## config.mk

```make
export PLATFORM = sky130hd
export DESIGN_NAME = signed_int_to_radix_symbols_top
export DESIGN_NICKNAME = d
export VERILOG_FILES = /design/src/sv/sirs_pkg.sv /design/src/sv/sirs_queue.sv /design/src/sv/sirs_front.sv /design/src/sv/sirs_back.sv /design/src/sv/signed_int_to_radix_symbols_top.sv
export VERILOG_INCLUDE_DIRS = /design/src /design/src/sv
export SDC_FILE = /design/constraint.sdc
export NUM_CORES = 2
export LEC_CHECK = 0
export BUFFER_PORTS_ARGS = -buffer_cell sky130_fd_sc_hd__buf_2
export CAP_MARGIN = 20
export CORE_ASPECT_RATIO = 1.2
export CORE_MARGIN = 10
export CORE_UTILIZATION = 30
export DETAILED_ROUTE_END_ITERATION = 10
export PLACE_DENSITY_LB_ADDON = 0.3
export SETUP_SLACK_MARGIN = 0.4
export SYNTH_ARGS = -nofsm -noshare
export SYNTH_HDL_FRONTEND = slang
export SYNTH_SLANG_ARGS = --single-unit
```

## constraint.sdc

```tcl
create_clock -name clk -period 21 [get_ports clk]
set_clock_uncertainty 0.2 [all_clocks]
set_input_delay 2.1 -clock clk [delete_from_list [all_inputs] [get_ports clk]]
set_output_delay 2.1 -clock clk [all_outputs]
set_load 0.05 [all_outputs]
```

## src/sv/signed_int_to_radix_symbols_top_assert.svh

```systemverilog
// Assertion macros for the signed integer to radix symbols block.
// Used by the top level; expects clk and arst_n in the including scope.
`ifndef SIGNED_INT_TO_RADIX_SYMBOLS_TOP_ASSERT_SVH
`define SIGNED_INT_TO_RADIX_SYMBOLS_TOP_ASSERT_SVH

// property must hold at every clock edge out of reset
`define SIRS_CHECK(lbl, prop, msg) \
	lbl: assert property (@(posedge clk) disable iff (!arst_n) prop) else $error(msg);

// condition must never be seen out of reset
`define SIRS_NEVER(lbl, cond, msg) \
	lbl: assert property (@(posedge clk) disable iff (!arst_n) !(cond)) else $error(msg);

`endif

```

## src/sv/sirs_pkg.sv

```systemverilog
// Shared types, constants and helper functions of the radix symbol converter.
// No dependencies; used by every module of the block.
`timescale 1ns / 1ps

package sirs_pkg;

	localparam int MAX_SYMBOLS = 16;
	localparam int NUM_SYMBOLS = 16;
	localparam int NUM_DIGITS  = 32;
	localparam int VALUE_W     = 32;
	localparam int RADIX_W     = 5;
	localparam int DIGIT_W     = 4;
	localparam int CFG_IDX_W   = 2;
	localparam int CFG_DATA_W  = 64;
	localparam int QDEPTH      = 2;

	localparam logic [7:0] SYM_PLUS  = 8'h2B;
	localparam logic [7:0] SYM_MINUS = 8'h2D;

	localparam logic [CFG_IDX_W-1:0] REG_RADIX    = 2'd0;
	localparam logic [CFG_IDX_W-1:0] REG_SYMS_LOW = 2'd1;
	localparam logic [CFG_IDX_W-1:0] REG_SYMS_HI  = 2'd2;

	typedef struct packed {
		logic [RADIX_W-1:0]               radix;
		logic [NUM_SYMBOLS-1:0][7:0]      symbols;
	} cfg_t;

	typedef struct packed {
		logic               neg;
		logic [VALUE_W-1:0] mag;
	} item_t;

	typedef struct packed {
		logic full;
		logic empty;
	} q_stat_t;

	typedef struct packed {
		logic idle;
	} back_stat_t;

	function automatic logic [7:0] sym_at(cfg_t c, logic [DIGIT_W-1:0] idx);
		return c.symbols[idx];
	endfunction

	function automatic logic alphabet_ok(cfg_t c);
		logic ok;
		ok = (c.radix > RADIX_W'(1)) && (c.radix <= RADIX_W'(MAX_SYMBOLS));
		for (int i = 0; i < NUM_SYMBOLS; i++) begin
			if (RADIX_W'(i) < c.radix) begin
				if (c.symbols[i] == SYM_PLUS || c.symbols[i] == SYM_MINUS) begin
					ok = 1'b0;
				end
				for (int j = i + 1; j < NUM_SYMBOLS; j++) begin
					if (RADIX_W'(j) < c.radix && c.symbols[j] == c.symbols[i]) begin
						ok = 1'b0;
					end
				end
			end
		end
		return ok;
	endfunction

endpackage

```

## src/sv/sirs_queue.sv

```systemverilog
// Short request queue between the classifying front end and the converter.
// Depends on sirs_pkg for the item type and depth.
`timescale 1ns / 1ps

module sirs_queue (
	input  logic             clk,
	input  logic             arst_n,
	input  logic             push,
	input  sirs_pkg::item_t  push_item,
	input  logic             pop,
	output sirs_pkg::item_t  pop_item,
	output sirs_pkg::q_stat_t stat
);

	localparam int PTR_W = (sirs_pkg::QDEPTH > 1) ? $clog2(sirs_pkg::QDEPTH) : 1;
	localparam int CNT_W = $clog2(sirs_pkg::QDEPTH + 1);

	sirs_pkg::item_t   mem_q [sirs_pkg::QDEPTH];
	logic [PTR_W-1:0]  wr_ptr_q;
	logic [PTR_W-1:0]  rd_ptr_q;
	logic [CNT_W-1:0]  count_q;

	function automatic logic [PTR_W-1:0] ptr_inc(logic [PTR_W-1:0] p);
		return (p == PTR_W'(sirs_pkg::QDEPTH - 1)) ? '0 : p + PTR_W'(1);
	endfunction

	always_ff @(posedge clk or negedge arst_n) begin
		if (!arst_n) begin
			wr_ptr_q <= '0;
			rd_ptr_q <= '0;
			count_q  <= '0;
		end else begin
			if (push) begin
				wr_ptr_q <= ptr_inc(wr_ptr_q);
			end
			if (pop) begin
				rd_ptr_q <= ptr_inc(rd_ptr_q);
			end
			if (push && !pop) begin
				count_q <= count_q + CNT_W'(1);
			end else if (pop && !push) begin
				count_q <= count_q - CNT_W'(1);
			end
		end
	end

	always_ff @(posedge clk) begin
		if (push) begin
			mem_q[wr_ptr_q] <= push_item;
		end
	end

	assign pop_item   = mem_q[rd_ptr_q];
	assign stat.full  = (count_q == CNT_W'(sirs_pkg::QDEPTH));
	assign stat.empty = (count_q == '0);

endmodule

```

## src/sv/sirs_front.sv

```systemverilog
// Front end: accepts requests, checks the alphabet, forms sign and magnitude.
// Depends on sirs_pkg; feeds sirs_queue.
`timescale 1ns / 1ps

module sirs_front (
	input  logic                              in_valid,
	output logic                              in_ready,
	input  logic signed [sirs_pkg::VALUE_W-1:0] value,
	input  sirs_pkg::cfg_t                    cfg,
	input  sirs_pkg::q_stat_t                 q_stat,
	output logic                              push,
	output sirs_pkg::item_t                   push_item
);

	logic [sirs_pkg::VALUE_W-1:0] raw;

	assign raw      = $unsigned(value);
	assign in_ready = !q_stat.full;

	// drop requests when the alphabet is unusable
	assign push = in_valid && !q_stat.full && sirs_pkg::alphabet_ok(cfg);

	assign push_item.neg = raw[sirs_pkg::VALUE_W-1];
	assign push_item.mag = raw[sirs_pkg::VALUE_W-1] ? (~raw + sirs_pkg::VALUE_W'(1)) : raw;

endmodule

```

## src/sv/sirs_back.sv

```systemverilog
// Back end: shift-and-adjust conversion to base-radix digits, then symbol emit.
// Depends on sirs_pkg; pulls requests from sirs_queue.
`timescale 1ns / 1ps

module sirs_back (
	input  logic                clk,
	input  logic                arst_n,
	input  sirs_pkg::cfg_t      cfg,
	input  sirs_pkg::q_stat_t   q_stat,
	input  sirs_pkg::item_t     pop_item,
	output logic                pop,
	output sirs_pkg::back_stat_t stat,
	output logic                out_valid,
	input  logic                out_ready,
	output logic [7:0]          symbol,
	output logic                is_last
);

	localparam int ND    = sirs_pkg::NUM_DIGITS;
	localparam int DW    = sirs_pkg::DIGIT_W;
	localparam int RW    = sirs_pkg::RADIX_W;
	localparam int VW    = sirs_pkg::VALUE_W;
	localparam int KW    = $clog2(ND);
	localparam int TOP_W = $clog2(ND + 1);
	localparam int CNT_W = $clog2(VW);

	localparam logic [1:0] ST_IDLE = 2'd0;
	localparam logic [1:0] ST_CONV = 2'd1;
	localparam logic [1:0] ST_SIGN = 2'd2;
	localparam logic [1:0] ST_EMIT = 2'd3;

	logic [1:0]         state_q;
	logic               neg_q;
	logic [VW-1:0]      mag_q;
	logic [DW-1:0]      digits_q [ND];
	logic [TOP_W-1:0]   top_q;
	logic [CNT_W-1:0]   cnt_q;
	logic [KW-1:0]      k_q;
	logic               out_valid_q;
	logic [7:0]         symbol_q;
	logic               is_last_q;

	logic [ND-1:0]      gen;
	logic [ND-1:0]      prop;
	logic [ND:0]        sum;
	logic [ND:0]        carry;
	logic [DW-1:0]      digits_nx [ND];
	logic [TOP_W-1:0]   top_nx;
	logic               slot_free;
	logic               conv_done;
	logic               emit;

	assign slot_free = !out_valid_q || out_ready;
	assign pop       = (state_q == ST_IDLE) && !q_stat.empty;
	assign stat.idle = (state_q == ST_IDLE);
	assign conv_done = (cnt_q == CNT_W'(VW - 1));
	assign emit      = ((state_q == ST_SIGN) || (state_q == ST_EMIT)) && slot_free;

	// one bit of the magnitude enters per cycle; carries ripple as a wide add
	always_comb begin
		logic [RW-1:0] two_d;
		logic [RW-1:0] t;
		for (int i = 0; i < ND; i++) begin
			two_d   = {digits_q[i], 1'b0};
			gen[i]  = (two_d >= cfg.radix);
			prop[i] = (two_d == cfg.radix - RW'(1));
		end
		sum = {1'b0, gen | prop} + {1'b0, gen} + (ND + 1)'(mag_q[VW-1]);
		for (int i = 0; i < ND; i++) begin
			carry[i] = sum[i] ^ (gen[i] | prop[i]) ^ gen[i];
		end
		carry[ND] = sum[ND];
		for (int i = 0; i < ND; i++) begin
			two_d = {digits_q[i], 1'b0};
			t     = two_d + RW'(carry[i]);
			digits_nx[i] = carry[i + 1] ? DW'(t - cfg.radix) : t[DW-1:0];
		end
		top_nx = top_q + TOP_W'(carry[top_q]);
	end

	always_ff @(posedge clk or negedge arst_n) begin
		if (!arst_n) begin
			state_q     <= ST_IDLE;
			out_valid_q <= 1'b0;
			top_q       <= '0;
			cnt_q       <= '0;
			k_q         <= '0;
			neg_q       <= 1'b0;
		end else begin
			if (emit) begin
				out_valid_q <= 1'b1;
			end else if (out_ready) begin
				out_valid_q <= 1'b0;
			end
			case (state_q)
				ST_IDLE: begin
					if (pop) begin
						neg_q   <= pop_item.neg;
						top_q   <= '0;
						cnt_q   <= '0;
						state_q <= ST_CONV;
					end
				end
				ST_CONV: begin
					top_q <= top_nx;
					cnt_q <= cnt_q + CNT_W'(1);
					if (conv_done) begin
						k_q     <= (top_nx == '0) ? '0 : KW'(top_nx - TOP_W'(1));
						state_q <= neg_q ? ST_SIGN : ST_EMIT;
					end
				end
				ST_SIGN: begin
					if (slot_free) begin
						state_q <= ST_EMIT;
					end
				end
				ST_EMIT: begin
					if (slot_free) begin
						if (k_q == '0) begin
							state_q <= ST_IDLE;
						end else begin
							k_q <= k_q - KW'(1);
						end
					end
				end
				default: begin
					state_q <= ST_IDLE;
				end
			endcase
		end
	end

	always_ff @(posedge clk) begin
		if (pop) begin
			mag_q <= pop_item.mag;
			for (int i = 0; i < ND; i++) begin
				digits_q[i] <= '0;
			end
		end else if (state_q == ST_CONV) begin
			mag_q <= {mag_q[VW-2:0], 1'b0};
			for (int i = 0; i < ND; i++) begin
				digits_q[i] <= digits_nx[i];
			end
		end
		if (state_q == ST_SIGN && slot_free) begin
			symbol_q  <= sirs_pkg::SYM_MINUS;
			is_last_q <= 1'b0;
		end else if (state_q == ST_EMIT && slot_free) begin
			symbol_q  <= sirs_pkg::sym_at(cfg, digits_q[k_q]);
			is_last_q <= (k_q == '0);
		end
	end

	assign out_valid = out_valid_q;
	assign symbol    = symbol_q;
	assign is_last   = is_last_q;

endmodule

```

## src/sv/signed_int_to_radix_symbols_top.sv

```systemverilog
// Top level of the signed integer to radix symbols converter.
// Holds the configuration registers; depends on sirs_pkg, sirs_front,
// sirs_queue and sirs_back.
//
//   channel   signals                          width   direction
//   in        in_valid/in_ready, value         32      into block
//   out       out_valid/out_ready, symbol,     8 + 1   out of block
//             is_last
//   cfg       cfg_we, cfg_index, cfg_data      2, 64   into block
//
// A request is popped from the queue, converted by one shift-and-adjust step
// per magnitude bit, then emitted as 1 to 33 symbols (optional sign, digits).
// The front end takes requests while the converter works, up to two queued.
// A full queue holds in_ready low; a stalled output holds the emit sequence.
// Reset clears radix and the alphabet; an alphabet that fails the check
// swallows requests with no symbols.
`timescale 1ns / 1ps
`include "signed_int_to_radix_symbols_top_assert.svh"

module signed_int_to_radix_symbols_top (
	input  logic                                  clk,
	input  logic                                  arst_n,
	input  logic                                  in_valid,
	output logic                                  in_ready,
	input  logic signed [sirs_pkg::VALUE_W-1:0]   value,
	output logic                                  out_valid,
	input  logic                                  out_ready,
	output logic [7:0]                            symbol,
	output logic                                  is_last,
	input  logic                                  cfg_we,
	input  logic [sirs_pkg::CFG_IDX_W-1:0]        cfg_index,
	input  logic [sirs_pkg::CFG_DATA_W-1:0]       cfg_data
);

	sirs_pkg::cfg_t       cfg_q;
	sirs_pkg::q_stat_t    q_stat;
	sirs_pkg::item_t      push_item;
	sirs_pkg::item_t      pop_item;
	sirs_pkg::back_stat_t back_stat;
	logic                 push;
	logic                 pop;

	always_ff @(posedge clk or negedge arst_n) begin
		if (!arst_n) begin
			cfg_q <= '0;
		end else if (cfg_we) begin
			case (cfg_index)
				sirs_pkg::REG_RADIX:    cfg_q.radix <= cfg_data[sirs_pkg::RADIX_W-1:0];
				sirs_pkg::REG_SYMS_LOW: cfg_q.symbols[7:0] <= cfg_data;
				sirs_pkg::REG_SYMS_HI:  cfg_q.symbols[15:8] <= cfg_data;
				default: begin
				end
			endcase
		end
	end

	sirs_front u_front (
		.in_valid  (in_valid),
		.in_ready  (in_ready),
		.value     (value),
		.cfg       (cfg_q),
		.q_stat    (q_stat),
		.push      (push),
		.push_item (push_item)
	);

	sirs_queue u_queue (
		.clk       (clk),
		.arst_n    (arst_n),
		.push      (push),
		.push_item (push_item),
		.pop       (pop),
		.pop_item  (pop_item),
		.stat      (q_stat)
	);

	sirs_back u_back (
		.clk       (clk),
		.arst_n    (arst_n),
		.cfg       (cfg_q),
		.q_stat    (q_stat),
		.pop_item  (pop_item),
		.pop       (pop),
		.stat      (back_stat),
		.out_valid (out_valid),
		.out_ready (out_ready),
		.symbol    (symbol),
		.is_last   (is_last)
	);

	`SIRS_NEVER(a_no_overflow, push && q_stat.full && !pop, "request pushed into full queue")
	`SIRS_NEVER(a_no_underflow, pop && q_stat.empty, "request popped from empty queue")
	`SIRS_CHECK(a_pop_when_idle, pop |-> back_stat.idle, "pop while converter busy")
	`SIRS_CHECK(a_busy_after_pop, pop |=> !back_stat.idle, "converter did not start")

endmodule
```

After elaboration in Yosys (flattened, before gate mapping). Memories as Yosys holds them, arrays and structs flattened. Cells that the tools add are included.

Bits in registers: 198. Memory bits (writable): 194. Output and inout bits: 11. Word-level logic and storage cells: 907. Memories: 2.

$add $sub $neg: 76. Order comparisons: 52. Equality and inequality tests: 197. Mux-type cells: 252. Bitwise operators: 130. Reduce and logical (&&, ||, !) cells: 169.

Memories: u_back.digits_q (words 32, bits a word 4, rd ports 33, clocked after memory_dff 0, write ports 32, line sirs_back.sv:35) `logic [DW-1:0] digits_q [ND];`; u_queue.mem_q (words 2, bits a word 33, rd ports 1, clocked after memory_dff 0, write ports 1, line sirs_queue.sv:18) `sirs_pkg::item_t mem_q [sirs_pkg::QDEPTH];`.

Operators with widths (count): equality test 8 bit (120); equality test 8 x 6 -> 1 bit (second input constant) (32); 2-to-1 mux 4 bit (64); 2-to-1 mux 1 bit (165); equality test 5 bit (32); >= comparator 5 bit (32); logical AND 1 bit (129); adder 4 x 1 -> 4 bit (32); subtractor 4 bit (32); 2-to-1 mux 32 bit (3); OR 1 bit (64); bitwise XOR 1 bit (64); less-than comparator 4 x 5 -> 1 bit (first input constant) (8); adder 32 x 32 -> 33 bit (1); adder 33 x 1 -> 33 bit (1); adder 32 x 1 -> 32 bit (second input constant) (1); binary-select mux 8 bit (select 4 bit) (1); inverter 32 bit (1); OR 32 bit (1); 2-to-1 mux 5 bit (5); less-than comparator 3 x 5 -> 1 bit (first input constant) (4); case mux 5 bit (2 select lines) (2); logical OR 1 bit (18); subtractor 5 x 1 -> 5 bit (second input constant) (3); 30 further kinds (61).

Depth between registers and ports, before layout.
Word-level depth: 159. Depth in mapped cells: 38.

Modules after synthesis. A second synthesis with hierarchy kept.

Cell total of the unflattened synthesis: 4215. Area total of the unflattened synthesis: 41461.0 sq um.

By module, submodules not included: sirs_back (times used 1, cells an instance 2013, area each 19756.4 sq um, sequential area each 5485.3 sq um); sirs_front (times used 1, cells an instance 1800, area each 13530.5 sq um, sequential area each 0.0 sq um); signed_int_to_radix_symbols_top (times used 1, cells an instance 283, area each 5454.0 sq um, sequential area each 3328.2 sq um); sirs_queue (times used 1, cells an instance 119, area each 2720.1 sq um, sequential area each 2082.0 sq um).

Worst setup path after synthesis. OpenSTA, ideal clock, no wires.

Path type: register to register. Start point: register cfg_q[129] (netlist bit). End point: register u_back.k_q[3]. Library setup time: 0.077 ns. Arrival time: 8.196 ns. Required time: 20.723 ns. Path slack: 12.527 ns. Stages on the path, launching flop included: 33. Buffers on the path: 7. Clock period less this slack: 8.473 ns. Path through: dfrtp_1 buf_4 inv_1 ha_1 buf_2 buf_4 buf_4 buf_4 xnor2_1 nor3_1 nand3_1 nor2_1 ha_1 nand3b_1 nand2_1 a2111o_1 a2111oi_0 nor3_1 nand2b_1 o221a_1 or4_1 o221a_2 o211ai_2 ha_1 ha_1 clkbuf_1 and3_1 clkbuf_1 o21ai_0 o2111ai_1 a21oi_1 a31o_2 a21oi_1.

Longest elaborated chain between the ends: 14.

RTL lines: from (decl) (line signed_int_to_radix_symbols_top.sv:35) `sirs_pkg::cfg_t cfg_q;`; subtractor 5 x 1 -> 5 bit (line sirs_back.sv:66) `prop[i] = (two_d == cfg.radix - RW'(1));`; equality test 5 bit (line sirs_back.sv:66); OR 32 bit (line sirs_back.sv:68) `sum = {1'b0, gen | prop} + {1'b0, gen} + (ND + 1)'(mag_q[VW-1]);`; adder 32 x 32 -> 33 bit (line sirs_back.sv:68); adder 33 x 1 -> 33 bit (line sirs_back.sv:68); bitwise XOR 1 bit (2 in series) (line sirs_back.sv:70) `carry[i] = sum[i] ^ (gen[i] | prop[i]) ^ gen[i];`; binary-select mux 1 bit (select 6 bit) (*) (line sirs_back.sv:78) `top_nx = top_q + TOP_W'(carry[top_q]);`; 2-to-1 mux 1 bit (implied by the code) (*) (line sirs_back.sv:78); adder 6 x 1 -> 6 bit (*) (line sirs_back.sv:78); subtractor 5 x 1 -> 5 bit or zero test 6 bit (tied branches) (line sirs_back.sv:108) `k_q <= (top_nx == '0) ? '0 : KW'(top_nx - TOP_W'(1));`; 2-to-1 mux 5 bit (*) (line sirs_back.sv:108); 2-to-1 mux 5 bit (*) (line sirs_back.sv:107) `if (conv_done) begin`; case mux 5 bit (2 select lines) (*) (line sirs_back.sv:95) `case (state_q)`; to (signal assigned) (line sirs_back.sv:108); to (signal assigned) (line sirs_back.sv:122) `k_q <= k_q - KW'(1);`; to (decl) (line sirs_back.sv:38) `logic [KW-1:0] k_q;`.

Every way passes the cells marked *; elsewhere a longest branch is shown, timed or not. The select of a mux whose other input is x is not followed. A chain may end at the register's enable or synchronous reset.

Worst setup path after layout. Same ends and word-level chain as after synthesis.

==> reports/results.tsv <==
stage	metric	value	unit
run_status	status	complete, no violations	
clock_network	clk-insertion-delay-late	650	ps
synthesis	ys_seq_area_frac	0.271	
clock_network	cts_root_buf	clkbuf_16	
critical_path	cp_num_cells	26	
die	fp.dieW	354	µm
placement	gp_congestion	0.947	
critical_path	r2r_cells	26	
die	core-area	134000	µm²
clock_network	cts_buffer_depth	3	
global_routing	grt_util_all_layers	0.198	
critical_path	worstPathArrival	8800	ps
placement	dpl_cell_area	42900	µm²
critical_path	cp.required	21380	ps
clock_network	cts_made_buffers	47	
timing	slew_viol_final	0	
synthesis	synth-async-reset-ratio	0.401	
die	die_area	149000	µm²
global_routing	grt_pass1_wl	227000	µm
pwr	power_density	165	nW/µm²
pwr	p_seq_frac	0.217	
synthesis	ys.flop_type	edfxtp_1	
drt	wl_per_cell	25.5	µm
synthesis	syn_area	40300	µm²
pwr	internal-power	3.69	mW
timing	setup_ws	12580	ps
timing	slew_headroom	0.125	
timing	rsz0062_at_grt	no	
critical_path	crit_type	register to register	
critical_path	slowest_stage	dfrtp_4	
global_routing	grt_use_met1	0.241	
placement	pre_cts_slack	12690	ps
drt	via_count	34248	
critical_path	crit_top_cell	ha_1	
drt	dr.first_iter.drc_count	3331	
synthesis	syn_inst	4261	
global_routing	gr-total-overflow	0	
clock_network	postCtsSetupBuffers	0	
clock_network	clk_pin_slew	60	ps
clock_network	htree_levels	2	
pwr	switching_share	0.496	
synthesis	synth_edf_count	226	
pwr	ir_drop	179	µV
synthesis	synth.net_count	4572	
synthesis	yosysWarnings	0	
global_routing	busiest_layer	met2	
critical_path	worstSetupEndpointType	register	
placement	dp_hpwl	102000	µm
die	io_pins	114	
drt	first_pass_iters	8	
synthesis	yosys.cell_types.count	105	
global_routing	grt_max_degree	93	
drt	drt_wl_total	154000	µm
finish	drive_above_1_share	0.149	
global_routing	antenna_found_initial	22	
timing	worst_slew_pin_slew	1300	ps
timing	setup_viol	0	
timing	fmax	119	MHz
critical_path	path_buf_inv	2	
clock_network	cts.sinks	392	
synthesis	ys_ff_latch	392	
drt	ant_nets	0	
finish	stdcell_area	44500	µm²
critical_path	cp-start-kind	register	
timing	setup-tns-final	0	ps
critical_path	cp_top_family	compound AO/OA/AOI/OAI gates	
global_routing	met2_usage	0.328	
die	rows	147	
die	start_util	0.302	
pwr	combPwrFrac	0.668	
pwr	clockPowerShare	0.115	
global_routing	use_met3	0.0324	
placement	port_buffers	113	
drt	viasPerCell	5.67	
flow_run	drv_cap	0	
die	dieHeight	421	µm
timing	fin_crit	8420	ps
clock_network	ctsHoldBuffers	0	
worst_hold_path	min_path_type	register to register	
timing	fin_crit_sh	0.401	
timing	hold_viol	0	
global_routing	grt_pass1_vias	33828	
clock_network	cts_tree	yes	
pwr	cellLeakagePower	16.4	nW
clock_network	post_cts_resized	0	
drt	drc	0	
synthesis	avgSynthCellArea	9.45	µm²
pwr	switchingPower	3.64	mW
finish	nNetsFinal	4521	
finish	layout-area-overhead-vs-synth	10.5	%
critical_path	critPathMaxStageDelay	800	ps
critical_path	crit_fanout	22	
worst_hold_path	holdPathStages	2	
==> Yosys cell counts (80+ instances only) <==
library cell / n / area share
edfxtp_1: 226 / 0.17
nand2_1: 177 / 0.017
mux2_2: 139 / 0.039
dfrtp_1: 157 / 0.098
nand4_1: 177 / 0.028
inv_1: 102 / 0.0095
nor4_1: 112 / 0.017
a211oi_1: 80 / 0.015
mux2i_1: 104 / 0.026
xnor2_1: 753 / 0.16
clkbuf_1: 231 / 0.022
xor2_1: 408 / 0.089
ha_1: 176 / 0.055
a21oi_1: 166 / 0.021
nor2_1: 188 / 0.018
o21ai_0: 121 / 0.015
buf_1: 118 / 0.011
nor3_1: 99 / 0.012
==> cell type report <==
| cell class | count | area, µm² |
|---|---|---|
| diodes | 3 | 7.51 |
| clock buffers | 64 | 1350 |
| clock inverters | 23 | 215 |
| fillers | 13872 | 89000 |
| inverters | 112 | 420 |
| multi-input cells | 3361 | 27400 |
| flip-flops and latches | 392 | 10900 |
| well taps | 1788 | 2240 |
| repair buffers | 296 | 1950 |
==> cell usage in the layout, fill, tap and decap left out, drive strengths merged, types with 127 or more instances in the layout <==
cell type | Yosys | final
a21oi | 170 | 170
dfrtp | 157 | 157
xor2 | 408 | 408
edfxtp | 226 | 226
nand2 | 177 | 177
o21ai | 127 | 127
ha | 176 | 176
nor2 | 190 | 190
buf | 165 | 295
nand4 | 177 | 177
mux2 | 139 | 139
xnor2 | 754 | 754
==> worst reg2reg max path, cell delays in order, from the launching register on <==
cell and delay (ps):
dfrtp_4 800, inv_2 90, ha_2 560, buf_4 490, xnor2_1 130, nor3_1 170
nand3_1 140, nor2_1 190, ha_1 160, nand3b_1 330, nand2_1 150, a2111o_1 480
a2111oi_2 440, or3_1 500, o21ai_1 480, o21a_1 470, a221oi_1 380, a211oi_2 120
o211ai_2 190, ha_1 210, ha_1 340, and3_1 300, o21ai_0 130, o2111ai_1 370
a21oi_1 130, a31o_2 240, a21oi_1 140
==> power by group through the flow <==
stage          clock, mW  sequential, mW  combinational [mW]
6_report           0.846            1.59                4.90
5_1_grt            0.894            1.61                5.31
4_1_cts            0.868            1.59                4.84
3_5_place_dp           0            1.60                4.82
3_3_place_gp           0            1.60                4.75
2_1_floorplan          0            1.45                3.59
==> registers in the layout, indices dropped and copies added, names as in the netlist <==
| name | cells |
|---|---|
| cfg_q | 133 |
| u_back.digits_q | 128 |
| u_queue.mem_q | 66 |
| u_back.mag_q | 32 |
| u_back.symbol | 8 |
| u_back.top_q | 6 |
| u_back.cnt_q | 5 |
| u_back.k_q | 5 |
| u_back.state_q | 2 |
| u_queue.count_q | 2 |
| u_back.is_last | 1 |
| u_back.neg_q | 1 |
| u_back.out_valid | 1 |
| u_queue.rd_ptr_q | 1 |
| u_queue.wr_ptr_q | 1 |
==> layer usage <==
metal  vias up  routed length, µm
li1      15017                  -
met1     16842              60000
met2      1749              72000
met3       636              12000
met4         4              10200
met5         -                 33
==> through the flow <==
stage               total power, mW  cells  hold slack (ps)   util
floorplan                      5.05   4261              251      -
global placement               6.34   5948              245  0.321
detailed placement             6.42   5949              250  0.321
CTS                            7.29   6036              259  0.333
global route                   7.81   6037              286  0.333
finish                         7.33   6039              257  0.333
==> cells by family after synthesis <==
family	Yosys count	share of synthesized area
compound gates	659	0.110
fa+ha+maj	208	0.0706
xor+xnor	1195	0.271
simple gates	1004	0.133
flops	392	0.271
mux	295	0.0934
buf+inv	508	0.0510
==> final timing paths <==
check	start	endpoint	slack, ps
max reg2reg	cfg_q[129]$_DFFE_PN0P_	u_back.k_q[3]$_DFFE_PN0P_	12580
max in group asynchronous	arst_n	cfg_q[110]$_DFFE_PN0P_	17790
min	u_back.symbol[6]$_SDFFE_PP0P_	u_back.symbol[6]$_SDFFE_PP0P_	260
min in group asynchronous	arst_n	cfg_q[21]$_DFFE_PN0P_	1350
min reg2reg	u_back.symbol[6]$_SDFFE_PP0P_	u_back.symbol[6]$_SDFFE_PP0P_	260
max	cfg_q[129]$_DFFE_PN0P_	u_back.k_q[3]$_DFFE_PN0P_	12580
No activity file was read; power rests on OpenSTA's default activity.
